==> src/hw/rtl/tpcc_pkg.sv <==
// Shared types, codes and defaults for the two-phase commit coordinator.
// No dependencies.
package tpcc_pkg;

  localparam int DefMaxTxns  = 8;
  localparam int DefMaxParts = 4;
  localparam int DefIdBits   = 16;

  typedef enum logic [1:0] {
    OP_START = 2'd0,
    OP_VOTE  = 2'd1,
    OP_TICK  = 2'd2,
    OP_NONE  = 2'd3
  } op_t;

  typedef enum logic [2:0] {
    K_STARTED  = 3'd0,
    K_COMMIT   = 3'd1,
    K_ROLLBACK = 3'd2,
    K_DONE     = 3'd3,
    K_FAILED   = 3'd4,
    K_REFUSED  = 3'd5
  } kind_t;

  typedef enum logic [3:0] {
    S_IDLE,
    S_SRD,
    S_SEXEC,
    S_VSCAN,
    S_VMRD,
    S_VMEXEC,
    S_TRD,
    S_TEXEC,
    S_FRD,
    S_FEMIT,
    S_FEND,
    S_OUT
  } state_t;

endpackage

==> src/hw/rtl/two_phase_commit_coordinator.sv <==
// Two-phase commit coordinator: sequencer over slot and participant memories.
// Depends on tpcc_pkg, tpcc_slot_mem, tpcc_member_mem.
//
// Usage: one item enters on the in_ channel; its results leave one beat at a
// time on the out_ channel, out_last marking the final beat for that item.
// Items that cause no result simply retire. One item is in work at a time and
// in_ready stays low while a result beat waits. A start item reads the member
// row of its slot, then places the participant; the last member of a run
// closes it and sends its result beat. A vote scans the slots for its txn
// id and reads the member row, then emits and frees when the vote decides
// the txn. A tick advances the timer of each active slot, then emits and
// frees each expired slot. Emission walks the member entries one at a time,
// and a result beat that out_ready holds stalls it. Reset clears the
// active and used bits, the id counter and the start run; memory contents need
// no clearing since nothing reads an entry that is not marked used/active.
module two_phase_commit_coordinator import tpcc_pkg::*; #(
  parameter int MAX_TXNS  = DefMaxTxns,
  parameter int MAX_PARTS = DefMaxParts,
  parameter int ID_BITS   = DefIdBits
) (
  input  logic        clk,
  input  logic        rst_n,
  input  logic        in_valid,
  output logic        in_ready,
  input  logic [1:0]  in_op,
  input  logic [15:0] in_txn_id,
  input  logic [15:0] in_participant_id,
  input  logic        in_success,
  input  logic        in_last_member,
  input  logic [15:0] in_timeout_ticks,
  output logic        out_valid,
  input  logic        out_ready,
  output logic [2:0]  out_kind,
  output logic [15:0] out_result_txn,
  output logic [15:0] out_target_participant,
  output logic        out_last
);

  localparam int SW = (MAX_TXNS > 1) ? $clog2(MAX_TXNS) : 1;
  localparam int PW = (MAX_PARTS > 1) ? $clog2(MAX_PARTS) : 1;
  localparam int CW = $clog2(MAX_TXNS + 1);
  localparam int QW = $clog2(MAX_PARTS + 1);

  state_t state_r, state_nxt;

  logic [15:0] tid_r, pid_r, tmo_r;
  logic        succ_r, lastm_r;
  logic [ID_BITS-1:0] idc_r, idc_nxt;
  logic [SW-1:0] bslot_r, bslot_nxt;
  logic [SW-1:0] wslot_r, wslot_nxt;
  logic [MAX_TXNS-1:0] exp_r, exp_nxt;
  logic        bopen_r, bopen_nxt, bovf_r, bovf_nxt;
  logic [CW-1:0] scan_r, scan_nxt;
  logic [QW-1:0] m_r, m_nxt;
  logic        commit_r, commit_nxt;
  logic [15:0] ftxn_r, ftxn_nxt;
  logic [MAX_PARTS*16-1:0] fid_r, fid_nxt;
  logic [MAX_PARTS-1:0] frdy_r, frdy_nxt, fused_r, fused_nxt;
  logic        ov_r, ov_nxt, ol_r, ol_nxt;
  logic [2:0]  ok_r, ok_nxt;
  logic [15:0] ot_r, ot_nxt, op_nxt_p, op_p_r;
  state_t      ret_r, ret_nxt;

  logic [SW-1:0]  s_rd, s_wa, act_a;
  logic [15:0]    r_txn, r_lim, r_ela, w_txn, w_lim, w_ela;
  logic           s_we, act_set, act_clr;
  logic [MAX_TXNS-1:0] active;
  logic [SW-1:0]  m_rd, m_wa, u_a;
  logic [MAX_PARTS*16-1:0] r_id, w_id;
  logic [MAX_PARTS-1:0] r_rdy, w_rdy, u_v, uses;
  logic           m_we, u_we;
  logic [MAX_TXNS*MAX_PARTS-1:0] used;

  logic [SW-1:0] cur;
  logic          free_f;
  logic [SW-1:0] free_s;
  logic [SW-1:0] exp_s;
  logic          hit_f, place_f, all_rdy;
  logic [PW-1:0] hit_m, place_m;
  logic [15:0]   ela_inc;
  logic [PW-1:0] mi;

  tpcc_slot_mem #(.MAX_TXNS(MAX_TXNS), .SW(SW)) u_slot (
    .clk, .rst_n, .rd_addr(s_rd), .rd_txn(r_txn), .rd_limit(r_lim),
    .rd_elapsed(r_ela), .wr_en(s_we), .wr_addr(s_wa), .wr_txn(w_txn),
    .wr_limit(w_lim), .wr_elapsed(w_ela), .act_set, .act_clr,
    .act_addr(act_a), .active
  );

  tpcc_member_mem #(.MAX_TXNS(MAX_TXNS), .MAX_PARTS(MAX_PARTS), .SW(SW)) u_mem (
    .clk, .rst_n, .rd_addr(m_rd), .rd_ident(r_id), .rd_ready(r_rdy),
    .wr_en(m_we), .wr_addr(m_wa), .wr_ident(w_id), .wr_ready(w_rdy),
    .used_wr(u_we), .used_addr(u_a), .used_val(u_v), .used
  );

  assign cur  = scan_r[SW-1:0];
  assign uses = used[wslot_r*MAX_PARTS +: MAX_PARTS];
  assign mi   = m_r[PW-1:0];
  assign ela_inc = (r_ela == 16'hFFFF) ? r_ela : r_ela + 16'd1;

  always_comb begin
    free_f = 1'b0;
    free_s = '0;
    for (int i = MAX_TXNS - 1; i >= 0; i--) begin
      if (!active[i]) begin
        free_f = 1'b1;
        free_s = SW'(i);
      end
    end
  end

  always_comb begin
    exp_s = '0;
    for (int i = MAX_TXNS - 1; i >= 0; i--) begin
      if (exp_r[i]) begin
        exp_s = SW'(i);
      end
    end
  end

  // match/free search within the row just read (slot in wslot_r)
  always_comb begin
    hit_f = 1'b0;
    hit_m = '0;
    place_f = 1'b0;
    place_m = '0;
    all_rdy = 1'b1;
    for (int i = MAX_PARTS - 1; i >= 0; i--) begin
      if (uses[i] && r_id[i*16 +: 16] == pid_r) begin
        hit_f = 1'b1;
        hit_m = PW'(i);
      end
      if (!uses[i]) begin
        place_f = 1'b1;
        place_m = PW'(i);
      end
    end
    for (int i = 0; i < MAX_PARTS; i++) begin
      if (uses[i] && !(r_rdy[i] || (hit_f && hit_m == PW'(i)))) begin
        all_rdy = 1'b0;
      end
    end
  end

  always_comb begin
    state_nxt = state_r;
    idc_nxt = idc_r;
    bslot_nxt = bslot_r;
    wslot_nxt = wslot_r;
    exp_nxt = exp_r;
    bopen_nxt = bopen_r;
    bovf_nxt = bovf_r;
    scan_nxt = scan_r;
    m_nxt = m_r;
    commit_nxt = commit_r;
    ftxn_nxt = ftxn_r;
    fid_nxt = fid_r;
    frdy_nxt = frdy_r;
    fused_nxt = fused_r;
    ov_nxt = ov_r;
    ol_nxt = ol_r;
    ok_nxt = ok_r;
    ot_nxt = ot_r;
    op_nxt_p = op_p_r;
    ret_nxt = ret_r;
    s_rd = wslot_r;
    s_we = 1'b0;
    s_wa = wslot_r;
    w_txn = r_txn;
    w_lim = r_lim;
    w_ela = r_ela;
    act_set = 1'b0;
    act_clr = 1'b0;
    act_a = wslot_r;
    m_rd = wslot_r;
    m_we = 1'b0;
    m_wa = wslot_r;
    w_id = r_id;
    w_rdy = r_rdy;
    u_we = 1'b0;
    u_a = wslot_r;
    u_v = uses;
    in_ready = (state_r == S_IDLE) && !ov_r;
    if (ov_r && out_ready) begin
      ov_nxt = 1'b0;
    end
    unique case (state_r)
      S_IDLE: begin
        if (in_valid && in_ready) begin
          scan_nxt = '0;
          exp_nxt = '0;
          unique case (op_t'(in_op))
            OP_START: begin
              if (!bopen_r) begin
                bopen_nxt = 1'b1;
                bovf_nxt = !free_f;
                bslot_nxt = free_s;
                wslot_nxt = free_s;
              end else begin
                wslot_nxt = bslot_r;
              end
              state_nxt = S_SRD;
            end
            OP_VOTE:  state_nxt = S_VSCAN;
            OP_TICK:  state_nxt = S_TRD;
            OP_NONE:  state_nxt = S_IDLE;
            default:  state_nxt = S_IDLE;
          endcase
        end
      end
      S_SRD: begin
        state_nxt = S_SEXEC;
      end
      S_SEXEC: begin
        if (!bovf_r && !hit_f) begin
          if (place_f) begin
            w_id[place_m*16 +: 16] = pid_r;
            w_rdy[place_m] = 1'b0;
            m_we = 1'b1;
            u_we = 1'b1;
            u_v[place_m] = 1'b1;
          end else begin
            bovf_nxt = 1'b1;
          end
        end
        if (!lastm_r) begin
          state_nxt = S_IDLE;
        end else begin
          bopen_nxt = 1'b0;
          ov_nxt = 1'b1;
          ol_nxt = 1'b1;
          op_nxt_p = '0;
          if (bovf_r || (!hit_f && !place_f)) begin
            bovf_nxt = 1'b0;
            u_we = !active[wslot_r];
            u_v = '0;
            m_we = 1'b0;
            ok_nxt = K_REFUSED;
            ot_nxt = '0;
          end else begin
            idc_nxt = idc_r + 1'b1;
            s_we = 1'b1;
            w_txn = 16'(idc_r + 1'b1);
            w_lim = tmo_r;
            w_ela = '0;
            act_set = 1'b1;
            ok_nxt = K_STARTED;
            ot_nxt = 16'(idc_r + 1'b1);
          end
          ret_nxt = S_IDLE;
          state_nxt = S_OUT;
        end
      end
      S_VSCAN: begin
        s_rd = cur;
        if (scan_r == CW'(MAX_TXNS)) begin
          state_nxt = S_IDLE;
        end else if (active[cur]) begin
          state_nxt = S_VMRD;
        end else begin
          scan_nxt = scan_r + 1'b1;
        end
      end
      S_VMRD: begin
        s_rd = cur;
        m_rd = cur;
        if (r_txn == tid_r) begin
          wslot_nxt = cur;
          state_nxt = S_VMEXEC;
        end else begin
          scan_nxt = scan_r + 1'b1;
          state_nxt = S_VSCAN;
        end
      end
      S_VMEXEC: begin
        if (!hit_f) begin
          state_nxt = S_IDLE;
        end else if (succ_r) begin
          w_rdy[hit_m] = 1'b1;
          m_we = 1'b1;
          if (all_rdy) begin
            commit_nxt = 1'b1;
            ftxn_nxt = r_txn;
            fid_nxt = r_id;
            frdy_nxt = w_rdy;
            fused_nxt = uses;
            m_nxt = '0;
            ret_nxt = S_IDLE;
            state_nxt = S_FEMIT;
          end else begin
            state_nxt = S_IDLE;
          end
        end else begin
          commit_nxt = 1'b0;
          ftxn_nxt = r_txn;
          fid_nxt = r_id;
          frdy_nxt = r_rdy;
          frdy_nxt[hit_m] = 1'b0;
          fused_nxt = uses;
          m_nxt = '0;
          ret_nxt = S_IDLE;
          state_nxt = S_FEMIT;
        end
      end
      S_TRD: begin
        s_rd = cur;
        m_rd = cur;
        if (scan_r == CW'(MAX_TXNS)) begin
          if (exp_r != '0) begin
            s_rd = exp_s;
            m_rd = exp_s;
            wslot_nxt = exp_s;
            state_nxt = S_FRD;
          end else begin
            state_nxt = S_IDLE;
          end
        end else if (active[cur]) begin
          state_nxt = S_TEXEC;
        end else begin
          scan_nxt = scan_r + 1'b1;
        end
      end
      S_TEXEC: begin
        s_rd = cur;
        m_rd = cur;
        s_we = 1'b1;
        s_wa = cur;
        w_ela = ela_inc;
        scan_nxt = scan_r + 1'b1;
        if (ela_inc > r_lim) begin
          exp_nxt[cur] = 1'b1;
        end
        state_nxt = S_TRD;
      end
      S_FRD: begin
        commit_nxt = 1'b0;
        ftxn_nxt = r_txn;
        fid_nxt = r_id;
        frdy_nxt = r_rdy;
        fused_nxt = uses;
        m_nxt = '0;
        exp_nxt[wslot_r] = 1'b0;
        ret_nxt = S_TRD;
        state_nxt = S_FEMIT;
      end
      S_FEMIT: begin
        if (m_r == QW'(MAX_PARTS)) begin
          state_nxt = S_FEND;
        end else if (!ov_r || out_ready) begin
          m_nxt = m_r + 1'b1;
          if (fused_r[mi] && (commit_r || frdy_r[mi])) begin
            ov_nxt = 1'b1;
            ol_nxt = 1'b0;
            ok_nxt = commit_r ? K_COMMIT : K_ROLLBACK;
            ot_nxt = ftxn_r;
            op_nxt_p = fid_r[mi*16 +: 16];
          end
        end
      end
      S_FEND: begin
        if (!ov_r || out_ready) begin
          act_clr = 1'b1;
          u_we = 1'b1;
          u_v = '0;
          ov_nxt = 1'b1;
          ok_nxt = commit_r ? K_DONE : K_FAILED;
          ot_nxt = ftxn_r;
          op_nxt_p = '0;
          ol_nxt = (exp_r == '0);
          state_nxt = S_OUT;
        end
      end
      S_OUT: begin
        if (ret_r == S_TRD && exp_r != '0) begin
          s_rd = exp_s;
          m_rd = exp_s;
          wslot_nxt = exp_s;
          state_nxt = S_FRD;
        end else begin
          state_nxt = S_IDLE;
        end
      end
      default: state_nxt = S_IDLE;
    endcase
  end

  always_ff @(posedge clk) begin
    if (!rst_n) begin
      state_r <= S_IDLE;
      idc_r <= '0;
      bopen_r <= 1'b0;
      bovf_r <= 1'b0;
      ov_r <= 1'b0;
      bslot_r <= '0;
      wslot_r <= '0;
    end else begin
      state_r <= state_nxt;
      idc_r <= idc_nxt;
      bopen_r <= bopen_nxt;
      bovf_r <= bovf_nxt;
      ov_r <= ov_nxt;
      bslot_r <= bslot_nxt;
      wslot_r <= wslot_nxt;
    end
  end

  always_ff @(posedge clk) begin
    if (in_valid && in_ready) begin
      tid_r <= in_txn_id;
      pid_r <= in_participant_id;
      succ_r <= in_success;
      lastm_r <= in_last_member;
      tmo_r <= in_timeout_ticks;
    end
    scan_r <= scan_nxt;
    exp_r <= exp_nxt;
    m_r <= m_nxt;
    commit_r <= commit_nxt;
    ftxn_r <= ftxn_nxt;
    fid_r <= fid_nxt;
    frdy_r <= frdy_nxt;
    fused_r <= fused_nxt;
    ol_r <= ol_nxt;
    ok_r <= ok_nxt;
    ot_r <= ot_nxt;
    op_p_r <= op_nxt_p;
    ret_r <= ret_nxt;
  end

  assign out_valid = ov_r;
  assign out_kind = ok_r;
  assign out_result_txn = ot_r;
  assign out_target_participant = op_p_r;
  assign out_last = ol_r;

endmodule

==> src/hw/rtl/tpcc_slot_mem.sv <==
// Transaction slot table: active bits in flops, id/limit/elapsed in a
// synchronous memory. Depends on tpcc_pkg.
module tpcc_slot_mem import tpcc_pkg::*; #(
  parameter int MAX_TXNS = DefMaxTxns,
  parameter int SW       = (MAX_TXNS > 1) ? $clog2(MAX_TXNS) : 1
) (
  input  logic             clk,
  input  logic             rst_n,
  input  logic [SW-1:0]    rd_addr,
  output logic [15:0]      rd_txn,
  output logic [15:0]      rd_limit,
  output logic [15:0]      rd_elapsed,
  input  logic             wr_en,
  input  logic [SW-1:0]    wr_addr,
  input  logic [15:0]      wr_txn,
  input  logic [15:0]      wr_limit,
  input  logic [15:0]      wr_elapsed,
  input  logic             act_set,
  input  logic             act_clr,
  input  logic [SW-1:0]    act_addr,
  output logic [MAX_TXNS-1:0] active
);

  logic [47:0] mem [MAX_TXNS];
  logic [47:0] rd_r;
  logic [MAX_TXNS-1:0] active_r;

  always_ff @(posedge clk) begin
    if (wr_en) begin
      mem[wr_addr] <= {wr_txn, wr_limit, wr_elapsed};
    end
    rd_r <= mem[rd_addr];
  end

  always_ff @(posedge clk) begin
    if (!rst_n) begin
      active_r <= '0;
    end else if (act_set) begin
      active_r[act_addr] <= 1'b1;
    end else if (act_clr) begin
      active_r[act_addr] <= 1'b0;
    end
  end

  assign rd_txn     = rd_r[47:32];
  assign rd_limit   = rd_r[31:16];
  assign rd_elapsed = rd_r[15:0];
  assign active     = active_r;

endmodule

==> src/hw/rtl/tpcc_member_mem.sv <==
// Participant table: one row of MAX_PARTS idents/ready bits per slot in a
// synchronous memory; used bits in flops. Depends on tpcc_pkg.
module tpcc_member_mem import tpcc_pkg::*; #(
  parameter int MAX_TXNS  = DefMaxTxns,
  parameter int MAX_PARTS = DefMaxParts,
  parameter int SW        = (MAX_TXNS > 1) ? $clog2(MAX_TXNS) : 1
) (
  input  logic                      clk,
  input  logic                      rst_n,
  input  logic [SW-1:0]             rd_addr,
  output logic [MAX_PARTS*16-1:0]   rd_ident,
  output logic [MAX_PARTS-1:0]      rd_ready,
  input  logic                      wr_en,
  input  logic [SW-1:0]             wr_addr,
  input  logic [MAX_PARTS*16-1:0]   wr_ident,
  input  logic [MAX_PARTS-1:0]      wr_ready,
  input  logic                      used_wr,
  input  logic [SW-1:0]             used_addr,
  input  logic [MAX_PARTS-1:0]      used_val,
  output logic [MAX_TXNS*MAX_PARTS-1:0] used
);

  localparam int RW = MAX_PARTS * 17;

  logic [RW-1:0] mem [MAX_TXNS];
  logic [RW-1:0] rd_r;
  logic [MAX_TXNS*MAX_PARTS-1:0] used_r;

  always_ff @(posedge clk) begin
    if (wr_en) begin
      mem[wr_addr] <= {wr_ident, wr_ready};
    end
    rd_r <= mem[rd_addr];
  end

  always_ff @(posedge clk) begin
    if (!rst_n) begin
      used_r <= '0;
    end else if (used_wr) begin
      used_r[used_addr*MAX_PARTS +: MAX_PARTS] <= used_val;
    end
  end

  assign rd_ident = rd_r[RW-1:MAX_PARTS];
  assign rd_ready = rd_r[MAX_PARTS-1:0];
  assign used     = used_r;

endmodule

==> config.mk <==
export PLATFORM = sky130hd
export DESIGN_NAME = two_phase_commit_coordinator
export DESIGN_NICKNAME = d
export VERILOG_FILES = /design/src/hw/rtl/tpcc_pkg.sv /design/src/hw/rtl/two_phase_commit_coordinator.sv /design/src/hw/rtl/tpcc_slot_mem.sv /design/src/hw/rtl/tpcc_member_mem.sv
export SDC_FILE = /design/constraint.sdc
export NUM_CORES = 2
export LEC_CHECK = 0
export ABC_AREA = 1
export BUFFER_PORTS_ARGS = -buffer_cell sky130_fd_sc_hd__buf_2
export CELL_PAD_IN_SITES_DETAIL_PLACEMENT = 1
export CELL_PAD_IN_SITES_GLOBAL_PLACEMENT = 2
export CORE_MARGIN = 2
export CORE_UTILIZATION = 45
export DETAILED_ROUTE_END_ITERATION = 8
export PLACE_DENSITY_LB_ADDON = 0.1
export SYNTH_ARGS = -nofsm -noshare
export SYNTH_HDL_FRONTEND = slang
export SYNTH_SLANG_ARGS = --single-unit
==> constraint.sdc <==
create_clock -name clk -period 9.1 [get_ports clk]
set_clock_uncertainty 0.2 [all_clocks]
set_input_delay 0.455 -clock clk [delete_from_list [all_inputs] [get_ports clk]]
set_output_delay 0.455 -clock clk [all_outputs]
set_load 0.01 [all_outputs]
==> metrics.csv <==
metric;value;unit
Clock Sinks;1304;
IO Count;94;
Layout Area Growth over Synthesis;13.0;%
post-synth cell types;56;
final number of setup-violating endpoints;0;
Max-Cap Viols;0;
Comb pwr share;38.3;%
Max FO, Critical Path;22;
Total GRT Usage;26.4;%
commonest non-fill, non-tap cells in the layout;nand2_1 (1981), edfxtp_1 (1119), inv_1 (456);
setup TNS;0;ns
filler instances;13672;
pwr dens;371;mW/mm^2
critical path capture point type;register;
Avg Inst Size Synth;10.0;sq um
fin. max-slew vios;0;
main flop type after synthesis;edfxtp_1;
DR vias/cell;5.41;
Hold Crit Class;input port to register;
EDFF count, synth;1119;
Final Routed Wirelength;171000;um
WL/cell;22.8;um
max_slew headroom;16.2;%
largest net degree at the start of global routing;196;
drt drc;0;
most common cell after layout, fill and taps aside;nand2_1;
status;finished, final reports clean;
area leader, netlist;edfxtp_1;
Initial Util;45.3;%
min-delay src;rst_n;
Fin. Hold Viols;0;
Clk network pwr share;25.1;%
Internal Power;14.0;mW
ANT nets after route;0;
Iteration-0 DRC Markers;2897;
asr flop ratio synth;0;%
Gate Count Post-Synth;5672;
Sw Ratio;41.4;%
die width;360;um
met2 Usage GRT;45.4;%
Clk pin slew, worst setup/hold paths;0.05;ns
post-cts resize count;0;
clk_lat worst skew;0.78;ns
final design utilization;51.2;%
switching power;9.88;mW
Req. time, crit path;9.25;ns
CP Class;register to register;
Seq/Total Area, Yosys;65.5;%
Placeable Area;0.126;sq mm
syn nets;5763;
H-tree levels;4;
Synth Cell Area;0.0569;sq mm
top post-synthesis cells by area;edfxtp_1 (59%), nand2_1 (13%), dfxtp_1 (6.5%);
top cell type's share of synthesized area;59.0;%
startpoint types;register;
first-pass GRT wire length;260000;um
Port Buffers;93;
Multi-input gate area;0.0167;sq mm
chip height;360;um
share of cells above drive strength 1;8.18;%
grt met1 use;34.3;%
busiest grt layer;met2;
Yosys warnings;0;
FMAX;0.171;GHz
GR Layer Usage met3;3.70;%
global route total overflow;0;
initial antenna violation count;3;
nets;5836;
crit path from;act_a[0];
clk root buf;clkbuf_16;
transition time at the pin with the least slew margin;1.24;ns
RSZ-0062 raised after global routing;false;
CTS tree;done;
Seq cells post-synth;1304;
vias after detailed routing;40646;
Detailed Routing Iterations Pass 1;5;
area occupied by registers;0.0373;sq mm
static leakage;26.2;nW
Cell Rows;130;
DP HPWL;99600;um
worst r2r src;act_a[0];
RD Place Congestion;0.872;
Final Cycle Share;64.3;%
total CTS buffers;147;
die area;0.129;sq mm
crit path time final;5.85;ns
worst vdd ir;0.000232;V
Data arrival, critical path;6.00;ns
Sequential Power Share;36.6;%
largest buffer count on any clock path;3;
vias in the first global route;42064;
==> registers in the layout (all words and copies together), names as in the netlist, 32 cells and up, named ones only <==
register / flops
u_slot.mem: 384
u_mem.used: 32
u_mem.rd_r: 68
u_mem.mem: 544
fid_r: 64
u_slot.rd_r: 48
==> Yosys cell counts (3+ instances only) <==
cell,number
nand2_1,1986
inv_1,457
o41ai_1,6
buf_4,17
buf_1,16
o221ai_1,5
nor3_1,29
clkinv_1,3
o211ai_1,11
nand3_2,3
a22o_1,17
dfxtp_1,185
clkbuf_1,131
nor2_4,6
a211oi_1,4
o31ai_1,3
nor2_1,391
a32o_1,3
nor2_2,4
a21oi_1,82
nand3_1,395
xor2_1,48
o2111ai_1,3
edfxtp_1,1119
nand2_2,3
nand2_4,3
o21ai_1,128
a31oi_1,6
o41ai_2,10
inv_2,19
o21ai_0,183
ha_1,35
nor4_1,11
nand3_4,9
buf_2,130
o22ai_1,7
xnor2_1,21
nand4_1,63
nand3b_1,97
==> layout make-up <==
type,instances,area share [%]
multi-input combinational,3593,25.9
clock buffer,199,6.33
timing repair buffer,220,2.52
antenna,1,0.00389
sequential,1304,58.0
clock inverter,73,1.21
tap,1650,3.21
inverter,479,2.80
==> timing repair <==
item	CTS	global route
buffers inserted	0	0
setup endpoints to repair	0	0
hold endpoints to repair	51	0
hold buffers	51	0
==> per-stage QoR <==
stage	worst slack, ns	hold WS (ns)	power (mW)	cells	area [sq um]
after floorplan	3.18	0.230	14.7	5672	56900
after global placement	3.47	0.245	17.8	7195	59000
after detailed placement	3.27	0.244	18.0	7195	59000
after CTS	3.28	0.0290	24.1	7518	64300
after global routing	2.90	0.0883	25.4	7518	64300
final	3.25	0.0762	23.9	7519	64300
==> path summary, 6_finish.rpt <==
check | endpoint | slack (ns) | cells after the start
worst max-delay path | u_mem.mem[5][29] | 3.25 | 13
worst min-delay path | u_mem.used[7] | 0.08 | 3
worst max register to register | u_mem.mem[5][29] | 3.25 | 13
worst min register to register | fid_r[36] | 0.26 | 0
==> worst max-delay path, cell delays in order, from the launching register on <==
cell and delay [ns]:
dfxtp_1 0.61, buf_4 0.32, inv_2 0.20, nand3_1 0.31, inv_2 0.07, a21oi_1 0.14
nand2_1 0.12, nor2_4 0.24, nand2_2 0.43, inv_2 0.62, ha_1 0.24, inv_1 0.29
nor2_2 0.97, o21ai_0 0.62
==> power groups by stage <==
stage	registers (mW)	clock network, mW	logic [mW]
2_1_floorplan	8.57	0	6.15
3_3_place_gp	8.84	0	8.96
3_5_place_dp	8.85	0	9.16
4_1_cts	8.74	6.10	9.26
5_1_grt	8.80	6.33	10.3
6_report	8.74	5.99	9.13
==> per-layer routing <==
layer	vias up	share of wire [%]
met4	2	3.0
met1	20367	43
met5	-	0.0070
li1	19047	-
met3	297	4.5
met2	933	49
==> kinds of logic (layout without fill, tap and decap cells) <==
group	count (synthesis)	count (layout)	share of synthesized area (%)
compound gates	480	480	4.84
xor+xnor	69	69	1.06
fa+ha+maj	35	35	0.769
buf+inv	775	971	5.54
flops	1304	1304	65.5
other cells	0	1	0
simple gates	3009	3009	22.3
(Power assumes the default switching activity.)
